### src/rtl/core/srs_pkg.sv
// shared types and constants for the systematic resampler
// no dependencies; imported by every module of the block but srs_ram

package srs_pkg;

  // particle count, a power of two from 2 to 64
  localparam int PARTICLES = 64;
  localparam int IDX_W     = $clog2(PARTICLES);
  localparam int PTR_SHIFT = IDX_W;

  localparam int SLOT_W = 6;
  localparam int W_W    = 17;
  localparam int U_W    = 16;
  localparam int CUM_W  = 23;
  localparam int POS_W  = IDX_W + U_W;

  localparam logic [IDX_W-1:0] LAST_IDX = IDX_W'(PARTICLES - 1);

  localparam logic OP_WRITE = 1'b0;
  localparam logic OP_START = 1'b1;

  typedef enum logic [1:0] {
    ST_IDLE,
    ST_WALK,
    ST_FETCH
  } state_t;

  typedef struct packed {
    logic             en;
    logic [IDX_W-1:0] addr;
    logic [W_W-1:0]   data;
  } wr_req_t;

  typedef struct packed {
    logic             en;
    logic [IDX_W-1:0] addr;
  } rd_req_t;

endpackage

### src/rtl/core/srs_ram.sv
// generic single-port-write, single-port-read ram with registered read
// no dependencies

module srs_ram #(
  parameter int WIDTH = 8,
  parameter int DEPTH = 16
) (
  input  logic                     clk,
  input  logic                     we,
  input  logic [$clog2(DEPTH)-1:0] waddr,
  input  logic [WIDTH-1:0]         wdata,
  input  logic                     re,
  input  logic [$clog2(DEPTH)-1:0] raddr,
  output logic [WIDTH-1:0]         rdata
);

  logic [WIDTH-1:0] mem [DEPTH];
  logic [WIDTH-1:0] rdata_r;

  always_ff @(posedge clk) begin
    if (we) begin
      mem[waddr] <= wdata;
    end
    if (re) begin
      rdata_r <= mem[raddr];
    end
  end

  assign rdata = rdata_r;

endmodule

### src/rtl/core/srs_weight_store.sv
// particle weight store: ram plus per-entry valid bits so reset reads as zero
// depends on srs_pkg and srs_ram

module srs_weight_store (
  input  logic                   clk,
  input  logic                   rst_n,
  input  srs_pkg::wr_req_t       wr,
  input  srs_pkg::rd_req_t       rd,
  output logic [srs_pkg::W_W-1:0] rd_data
);
  import srs_pkg::*;

  logic [PARTICLES-1:0] valid_r;
  logic [PARTICLES-1:0] valid_nxt;
  logic                 hit_r;
  logic                 hit_nxt;
  logic [W_W-1:0]       ram_q;

  srs_ram #(
    .WIDTH (W_W),
    .DEPTH (PARTICLES)
  ) u_ram (
    .clk   (clk),
    .we    (wr.en),
    .waddr (wr.addr),
    .wdata (wr.data),
    .re    (rd.en),
    .raddr (rd.addr),
    .rdata (ram_q)
  );

  always_comb begin
    valid_nxt = valid_r;
    if (wr.en) begin
      valid_nxt[wr.addr] = 1'b1;
    end
    hit_nxt = hit_r;
    if (rd.en) begin
      hit_nxt = valid_r[rd.addr];
    end
  end

  always_ff @(posedge clk) begin
    if (!rst_n) begin
      valid_r <= '0;
      hit_r   <= 1'b0;
    end else begin
      valid_r <= valid_nxt;
      hit_r   <= hit_nxt;
    end
  end

  // never-written entries read as zero
  assign rd_data = hit_r ? ram_q : '0;

endmodule

### src/rtl/core/srs_walker.sv
// pointer walk sequencer: steps the cumulative weight through the store
// and emits one ancestor per draw; depends on srs_pkg

module srs_walker (
  input  logic                      clk,
  input  logic                      rst_n,
  input  logic                      in_valid,
  output logic                      in_ready,
  input  logic                      in_op,
  input  logic [srs_pkg::U_W-1:0]   in_random_fraction,
  output srs_pkg::rd_req_t          rd_req,
  input  logic [srs_pkg::W_W-1:0]   rd_data,
  output logic                      out_valid,
  input  logic                      out_ready,
  output logic [srs_pkg::IDX_W-1:0] out_ancestor,
  output logic [srs_pkg::IDX_W-1:0] out_draw,
  output logic                      out_last
);
  import srs_pkg::*;

  state_t           state_r, state_nxt;
  logic [U_W-1:0]   u_r, u_nxt;
  logic [IDX_W-1:0] draw_r, draw_nxt;
  logic [IDX_W-1:0] walk_r, walk_nxt;
  logic [IDX_W-1:0] fetch_idx_r, fetch_idx_nxt;
  logic [CUM_W-1:0] cum_r, cum_nxt;

  logic             ov_r, ov_nxt;
  logic [IDX_W-1:0] oanc_r, oanc_nxt;
  logic [IDX_W-1:0] odraw_r, odraw_nxt;
  logic             olast_r, olast_nxt;

  logic             start;
  logic [POS_W-1:0] pos;
  logic [POS_W-1:0] ptr;
  logic             advance;
  logic             slot_free;
  logic             emit;

  assign start     = in_valid && in_ready && (in_op == OP_START);
  assign pos       = {draw_r, u_r};
  assign ptr       = pos >> PTR_SHIFT;
  assign advance   = (CUM_W'(ptr) > cum_r) && (walk_r != LAST_IDX);
  assign slot_free = !ov_r || out_ready;

  // next state
  always_comb begin
    state_nxt = state_r;
    case (state_r)
      ST_IDLE: begin
        if (start) begin
          state_nxt = ST_FETCH;
        end
      end
      ST_WALK: begin
        if (advance) begin
          state_nxt = ST_FETCH;
        end else if (slot_free && (draw_r == LAST_IDX)) begin
          state_nxt = ST_IDLE;
        end
      end
      ST_FETCH: state_nxt = ST_WALK;
      default:  state_nxt = ST_IDLE;
    endcase
  end

  // control outputs
  always_comb begin
    in_ready    = 1'b0;
    rd_req.en   = 1'b0;
    rd_req.addr = '0;
    emit        = 1'b0;
    case (state_r)
      ST_IDLE: begin
        // weight 0 is fetched in the start transaction's cycle
        in_ready  = 1'b1;
        rd_req.en = 1'b1;
      end
      ST_WALK: begin
        if (advance) begin
          rd_req.en   = 1'b1;
          rd_req.addr = walk_r + 1'b1;
        end else begin
          emit = slot_free;
        end
      end
      ST_FETCH: begin
      end
      default: begin
      end
    endcase
  end

  // datapath
  always_comb begin
    u_nxt         = u_r;
    draw_nxt      = draw_r;
    walk_nxt      = walk_r;
    fetch_idx_nxt = fetch_idx_r;
    cum_nxt       = cum_r;
    ov_nxt        = ov_r && !out_ready;
    oanc_nxt      = oanc_r;
    odraw_nxt     = odraw_r;
    olast_nxt     = olast_r;
    if (start) begin
      u_nxt         = in_random_fraction;
      draw_nxt      = '0;
      walk_nxt      = '0;
      fetch_idx_nxt = '0;
      cum_nxt       = '0;
    end
    if (state_r == ST_WALK && advance) begin
      fetch_idx_nxt = walk_r + 1'b1;
    end
    if (state_r == ST_FETCH) begin
      cum_nxt  = cum_r + CUM_W'(rd_data);
      walk_nxt = fetch_idx_r;
    end
    if (emit) begin
      ov_nxt    = 1'b1;
      oanc_nxt  = walk_r;
      odraw_nxt = draw_r;
      olast_nxt = (draw_r == LAST_IDX);
      draw_nxt  = draw_r + 1'b1;
    end
  end

  always_ff @(posedge clk) begin
    if (!rst_n) begin
      state_r <= ST_IDLE;
      ov_r    <= 1'b0;
      walk_r  <= '0;
      cum_r   <= '0;
    end else begin
      state_r <= state_nxt;
      ov_r    <= ov_nxt;
      walk_r  <= walk_nxt;
      cum_r   <= cum_nxt;
    end
  end

  always_ff @(posedge clk) begin
    u_r         <= u_nxt;
    draw_r      <= draw_nxt;
    fetch_idx_r <= fetch_idx_nxt;
    oanc_r      <= oanc_nxt;
    odraw_r     <= odraw_nxt;
    olast_r     <= olast_nxt;
  end

  assign out_valid    = ov_r;
  assign out_ancestor = oanc_r;
  assign out_draw     = odraw_r;
  assign out_last     = olast_r;

  a_fetch_after_read: assert property (@(posedge clk) disable iff (!rst_n)
    (state_r == ST_FETCH) |-> $past(rd_req.en))
    else $error("fetch state without a read issued");

  a_fetch_returns: assert property (@(posedge clk) disable iff (!rst_n)
    (state_r == ST_FETCH) |=> (state_r == ST_WALK))
    else $error("fetch did not return to walk");

  a_walk_monotonic: assert property (@(posedge clk) disable iff (!rst_n)
    (state_r != ST_IDLE && $past(state_r) != ST_IDLE) |-> (walk_r >= $past(walk_r)))
    else $error("walk index moved backwards within a pass");

  a_last_on_final: assert property (@(posedge clk) disable iff (!rst_n)
    (ov_r && olast_r) |-> (odraw_r == LAST_IDX))
    else $error("last flag on a draw other than the final one");

endmodule

### src/rtl/core/systematic_resampler_unit.sv
// top level of the systematic resampler
// depends on srs_pkg, srs_weight_store and srs_walker

// A write transaction (op 0) stores one Q1.16 weight; a write to a slot at or
// beyond the particle count is dropped. A start transaction (op 1) runs one
// resampling pass and yields one result per particle, in draw order, with last
// set on the final draw. While a pass runs the input is not ready. Each step of
// the weight walk issues a read and then passes through the fetch state, since
// the weight ram has a registered read; the first weight is read in the start
// transaction's cycle. A pass takes longer if the result side stalls. The
// output register lets the walk run one draw ahead of the consumer. Reset
// clears the weights through per-entry valid bits, so no clearing pass is
// needed and the block is ready straight away.

module systematic_resampler_unit (
  input  logic                       clk,
  input  logic                       rst_n,
  input  logic                       in_valid,
  output logic                       in_ready,
  input  logic                       in_op,
  input  logic [srs_pkg::SLOT_W-1:0] in_slot,
  input  logic [srs_pkg::W_W-1:0]    in_weight,
  input  logic [srs_pkg::U_W-1:0]    in_random_fraction,
  output logic                       out_valid,
  input  logic                       out_ready,
  output logic [srs_pkg::SLOT_W-1:0] out_ancestor_index,
  output logic [srs_pkg::SLOT_W-1:0] out_draw_number,
  output logic                       out_last
);
  import srs_pkg::*;

  wr_req_t          wr_req;
  rd_req_t          rd_req;
  logic [W_W-1:0]   rd_data;
  logic [IDX_W-1:0] anc;
  logic [IDX_W-1:0] draw;

  always_comb begin
    wr_req.en   = in_valid && in_ready && (in_op == OP_WRITE)
                  && ({1'b0, in_slot} < (SLOT_W + 1)'(PARTICLES));
    wr_req.addr = in_slot[IDX_W-1:0];
    wr_req.data = in_weight;
  end

  srs_weight_store u_store (
    .clk     (clk),
    .rst_n   (rst_n),
    .wr      (wr_req),
    .rd      (rd_req),
    .rd_data (rd_data)
  );

  srs_walker u_walker (
    .clk                (clk),
    .rst_n              (rst_n),
    .in_valid           (in_valid),
    .in_ready           (in_ready),
    .in_op              (in_op),
    .in_random_fraction (in_random_fraction),
    .rd_req             (rd_req),
    .rd_data            (rd_data),
    .out_valid          (out_valid),
    .out_ready          (out_ready),
    .out_ancestor       (anc),
    .out_draw           (draw),
    .out_last           (out_last)
  );

  assign out_ancestor_index = SLOT_W'(anc);
  assign out_draw_number    = SLOT_W'(draw);

endmodule

### config.mk
export PLATFORM = sky130hd
export DESIGN_NAME = systematic_resampler_unit
export DESIGN_NICKNAME = d
export VERILOG_FILES = /design/src/rtl/core/srs_pkg.sv /design/src/rtl/core/srs_ram.sv /design/src/rtl/core/srs_weight_store.sv /design/src/rtl/core/srs_walker.sv /design/src/rtl/core/systematic_resampler_unit.sv
export SDC_FILE = /design/constraint.sdc
export NUM_CORES = 2
export LEC_CHECK = 0
export BUFFER_PORTS_ARGS = -buffer_cell sky130_fd_sc_hd__clkbuf_2
export CAP_MARGIN = 20
export CORE_MARGIN = 2
export CORE_UTILIZATION = 55
export DETAILED_ROUTE_END_ITERATION = 8
export PLACE_DENSITY = 0.72
export SYNTH_ARGS = -nofsm -noshare
export SYNTH_HDL_FRONTEND = slang
export SYNTH_HIERARCHICAL = 1
export SYNTH_SLANG_ARGS = --single-unit
export TNS_END_PERCENT = 1
### constraint.sdc
create_clock -name clk -period 4.35 [get_ports clk]
set_clock_uncertainty 0.05 [all_clocks]
set_input_delay 0.2175 -clock clk [delete_from_list [all_inputs] [get_ports clk]]
set_output_delay 0.2175 -clock clk [all_outputs]
set_load 0.02 [all_outputs]
==> flow_metrics.py <==
metrics = {
    "outcome": {
        "status": "complete, but fails checks",
        "violations": "negative setup slack",
    },
    "synth": {
        "syn_inst": 2677,
        "synth_nets": 2757,
        "ys_types": 81,
        "synth_edf_count": 1140,
        "ys_seq_area_share_pct": 73.1,
        "synth_seq_cells": 1237,
        "ys.flop_type": "edfxtp_1",
        "synthArstFlopShare_pct": 0,
        "synth_area_per_cell_um2": 18.5,
        "netlist_area_um2": 49500,
        "yosys_warnings": 6,
    },
    "drt": {
        "wl_met2_um": 58300,
        "dr.pass1.iters": 8,
        "postRouteAntennaNets": 0,
        "totalWireLength_um": 119000,
        "wl_met1_um": 46500,
        "wl_met3_um": 10400,
        "first_iter_violations": 3147,
        "drc": 0,
        "avgRoutedWirePerCell_um": 28.1,
        "top_layer_used": "met5",
        "routed-via-count": 27100,
        "vias_per_cell": 6.39,
    },
    "worst_setup_path": {
        "required_ns": 4.83,
        "crit_type": "flip-flop to flip-flop",
        "cp.arrival_ns": 4.84,
        "crit_path_end_kind": "flip-flop",
        "worstPathMaxFanout": 26,
        "cp-start-kind": "flip-flop",
    },
    "power": {
        "switching_power_mw": 4.79,
        "power_mw": 23.9,
        "comb_power_share_pct": 3.1,
        "clkPwrFrac_pct": 42.4,
        "pwr_density_cell_nw_per_um2": 419,
        "ir_worst_vdd_uv": 352,
        "p_leak_nw": 18.2,
        "p_int_mw": 19.2,
        "p_seq_share_pct": 54.5,
        "swShare_pct": 20.0,
    },
    "place": {
        "place.gp.congestion": 0.908,
        "pre_cts_ws_ns": -0.267,
        "dpl.hpwl_um": 72400,
        "port_buffers": 52,
        "dp_cells": 4008,
    },
    "global_routing": {
        "grt.total_usage_pct": 25.4,
        "grt_remaining_overflow": 0,
        "grt_max_degree": 96,
        "grt_pass1_wl_um": 175000,
        "grt_pass1_vias": 26900,
        "antenna_found_initial": 1,
    },
    "floorplanning": {
        "dieArea_um2": 92400,
        "core-area_um2": 89600,
        "die_x_um": 304,
        "start_util_pct": 55.2,
        "die_h_um": 304,
        "num_io_pins": 59,
        "rows": 110,
    },
    "layout": {
        "fill_cells": 5947,
        "nNetsFinal": 3055,
        "area_delta_synth_final_pct": 15.5,
        "drive_gt1_share_pct": 25.7,
        "instances_no_fill": 4247,
        "ff_latch_area_um2": 36200,
        "multi_input_area_um2": 12800,
        "finalCoreUtilization_pct": 63.8,
    },
    "sta": {
        "tns_ns": -0.0217,
        "min_period_ns": 4.37,
        "worst_slack_ns": -0.0151,
        "fmax_mhz": 229,
        "finalCritPeriodShare_pct": 100,
        "slew_headroom_pct": 39.4,
        "setup_viol": 2,
        "worstMarginPinSlew_ns": 0.907,
        "hold_violations": 0,
        "rsz0062_at_grt": "yes",
        "finalMaxSlewViolations": 0,
    },
    "cts": {
        "clock_latency_ns": 0.69,
        "root_buffer": "clkbuf_16",
        "cts.sinks": 1237,
        "numCtsBuffers": 116,
        "cts_tree": "built",
        "clock_path_buffers": 3,
        "path_clk_slew_ns": 0.06,
        "h-tree-depth": 3,
    },
    "hold_path": {
        "hp-class": "input port to flip-flop",
    },
    "run": {
        "drv_cap": 0,
    },
}
[path summary, 6_finish.rpt]
path	slack, ns	endpoint	cells past startpoint	startpoint
min	0.04	u_store/u_ram/mem[43][15]	1	in_weight[15]
max reg2reg	-0.02	u_store/u_ram/rdata[4]	16	u_walker/draw_r[1]
min reg2reg	0.41	u_store/valid_r[35]	1	u_store/valid_r[35]
max	-0.02	u_store/u_ram/rdata[4]	16	u_walker/draw_r[1]
[synth_stat cells (all sizes together), types with 3 or more instances]
library cell  count  area share (%)
nor2b            75            0.95
ha               35            0.89
a311oi            5           0.089
nor4              5           0.076
nand2b           21            0.27
or3               5           0.073
and2             24            0.30
buf              72             1.1
a21o              9            0.14
o21bai            5           0.076
xor2              8            0.14
a211oi           28            0.45
clkbuf           69            0.53
nand4            10            0.13
nand3            51            0.52
o221ai           11            0.19
nor3             21            0.21
o21ai            30            0.30
a22oi            73             1.1
mux2i           138             2.8
a21oi            65            0.67
dfxtp            97             3.9
a221oi           45            0.82
o21a             38            0.58
and3             20            0.26
mux4            228              10
nand3b            5           0.076
o211ai            6            0.13
a22o              6            0.11
xnor2             9            0.16
nor3b             3           0.046
a31oi             3           0.038
edfxtp         1140              69
and4             11            0.19
mux2             16            0.36
a21boi            6           0.091
and3b             3           0.053
nand2            59            0.45
inv              24            0.18
nor2            173             1.3
o31ai             3           0.073
[area by class of cell]
type / count / area share [%]
sequential: 1237 / 63.3
multi-input combinational: 1276 / 22.4
clock buffer: 143 / 5.37
timing repair buffer: 320 / 4.91
tap: 1176 / 2.57
clock inverter: 70 / 1.31
inverter: 24 / 0.158
antenna: 1 / 0.00438
[critical path, cell delays in order (launching register included)]
cell      delay (ns)
edfxtp_1        0.39
ha_1            0.34
a21o_1          0.19
a21oi_1         0.17
o21ai_0         0.17
a31o_4          0.30
o211ai_4        0.38
buf_4           0.20
nor2_4          0.04
buf_12          0.14
buf_12          0.18
and2_2          0.30
buf_4           0.22
a221oi_4        0.41
o221ai_1        0.25
buf_4           0.22
a211oi_2        0.24
[power by group through the flow]
| stage | Clock (mW) | Combinational (mW) | Sequential [mW] |
|---|---|---|---|
| detailed placement | 0 | 0.708 | 13.3 |
| global route | 10.7 | 0.788 | 13.1 |
| global placement | 0 | 0.682 | 13.3 |
| floorplan | 0 | 0.329 | 13.3 |
| CTS | 10.3 | 0.724 | 13.1 |
| finish | 10.1 | 0.745 | 13.1 |
[routing by layer]
layer / vias up / GRT usage [%]
met5: - / 0
met4: 2 / 7.54
met3: 248 / 4.32
met1: 14000 / 35.2
met2: 1350 / 42.0
li1: 11500 / -
[cells in the final DEF, fill, tap and decap left out, types with 24 or more instances in the layout]
cell       netlist  layout
o21ai_0         25      25
mux4_2         220     221
a211oi_1        26      24
inv_1           24      24
clkbuf_1        67      24
nand3_1         51      51
clkbuf_16        0     123
o21a_1          37      37
buf_12           4      30
mux2i_1        138     127
a21oi_1         64      62
a221oi_1        43      25
clkbuf_2         1      52
clkinv_1         0      29
nor2b_1         75      73
a22oi_1         73      64
nand2_1         59      59
nor2_1         169     163
dfxtp_1         97      97
buf_4           17     216
ha_1            35      35
edfxtp_1      1140    1140
[per-stage QoR]
step                hold WS, ns  area, um^2
finish                   0.0398       57200
global route             0.0784       57100
CTS                      0.0320       56700
detailed placement        0.348       52600
global placement          0.348       52600
floorplan                 0.266       49500
[registers in the layout, indices dropped and copies added (netlist names)]
| signal | cells |
|---|---|
| u_store/hit_r | 1 |
| u_store/u_ram/mem | 1088 |
| u_store/u_ram/rdata | 17 |
| u_store/valid_r | 64 |
| u_walker/cum_r | 23 |
| u_walker/draw_r | 6 |
| u_walker/fetch_idx_r | 6 |
| u_walker/out_ancestor | 6 |
| u_walker/out_draw | 6 |
| u_walker/out_last | 1 |
| u_walker/out_valid | 1 |
| u_walker/state_r | 2 |
| u_walker/u_r | 10 |
| u_walker/walk_r | 6 |
[what timing repair did]
item                                    CTS  global route
pin swaps                                 1             5
endpoints found under the setup margin   17            18
setup buffers                             4             4
hold buffers                             11             0
cloned                                    0             5
resized for setup                        19            59
endpoints found under the hold margin    12             0
[logic make-up (layout without fill, tap and decap cells)]
kind of cell / count (synthesis) / count (layout) / synth area share [%]
buffers and inverters: 165 / 557 / 1.86
XOR/XNOR: 17 / 17 / 0.301
flip-flops: 1237 / 1237 / 73.1
multiplexers: 382 / 382 / 13.6
AO/OA/AOI/OAI: 346 / 346 / 5.13
AND/OR/NAND/NOR: 494 / 495 / 5.07
adder cells (fa/ha/maj): 36 / 36 / 0.926
other: 0 / 1 / 0
Note: power is estimated with default switching activity, not from simulation.
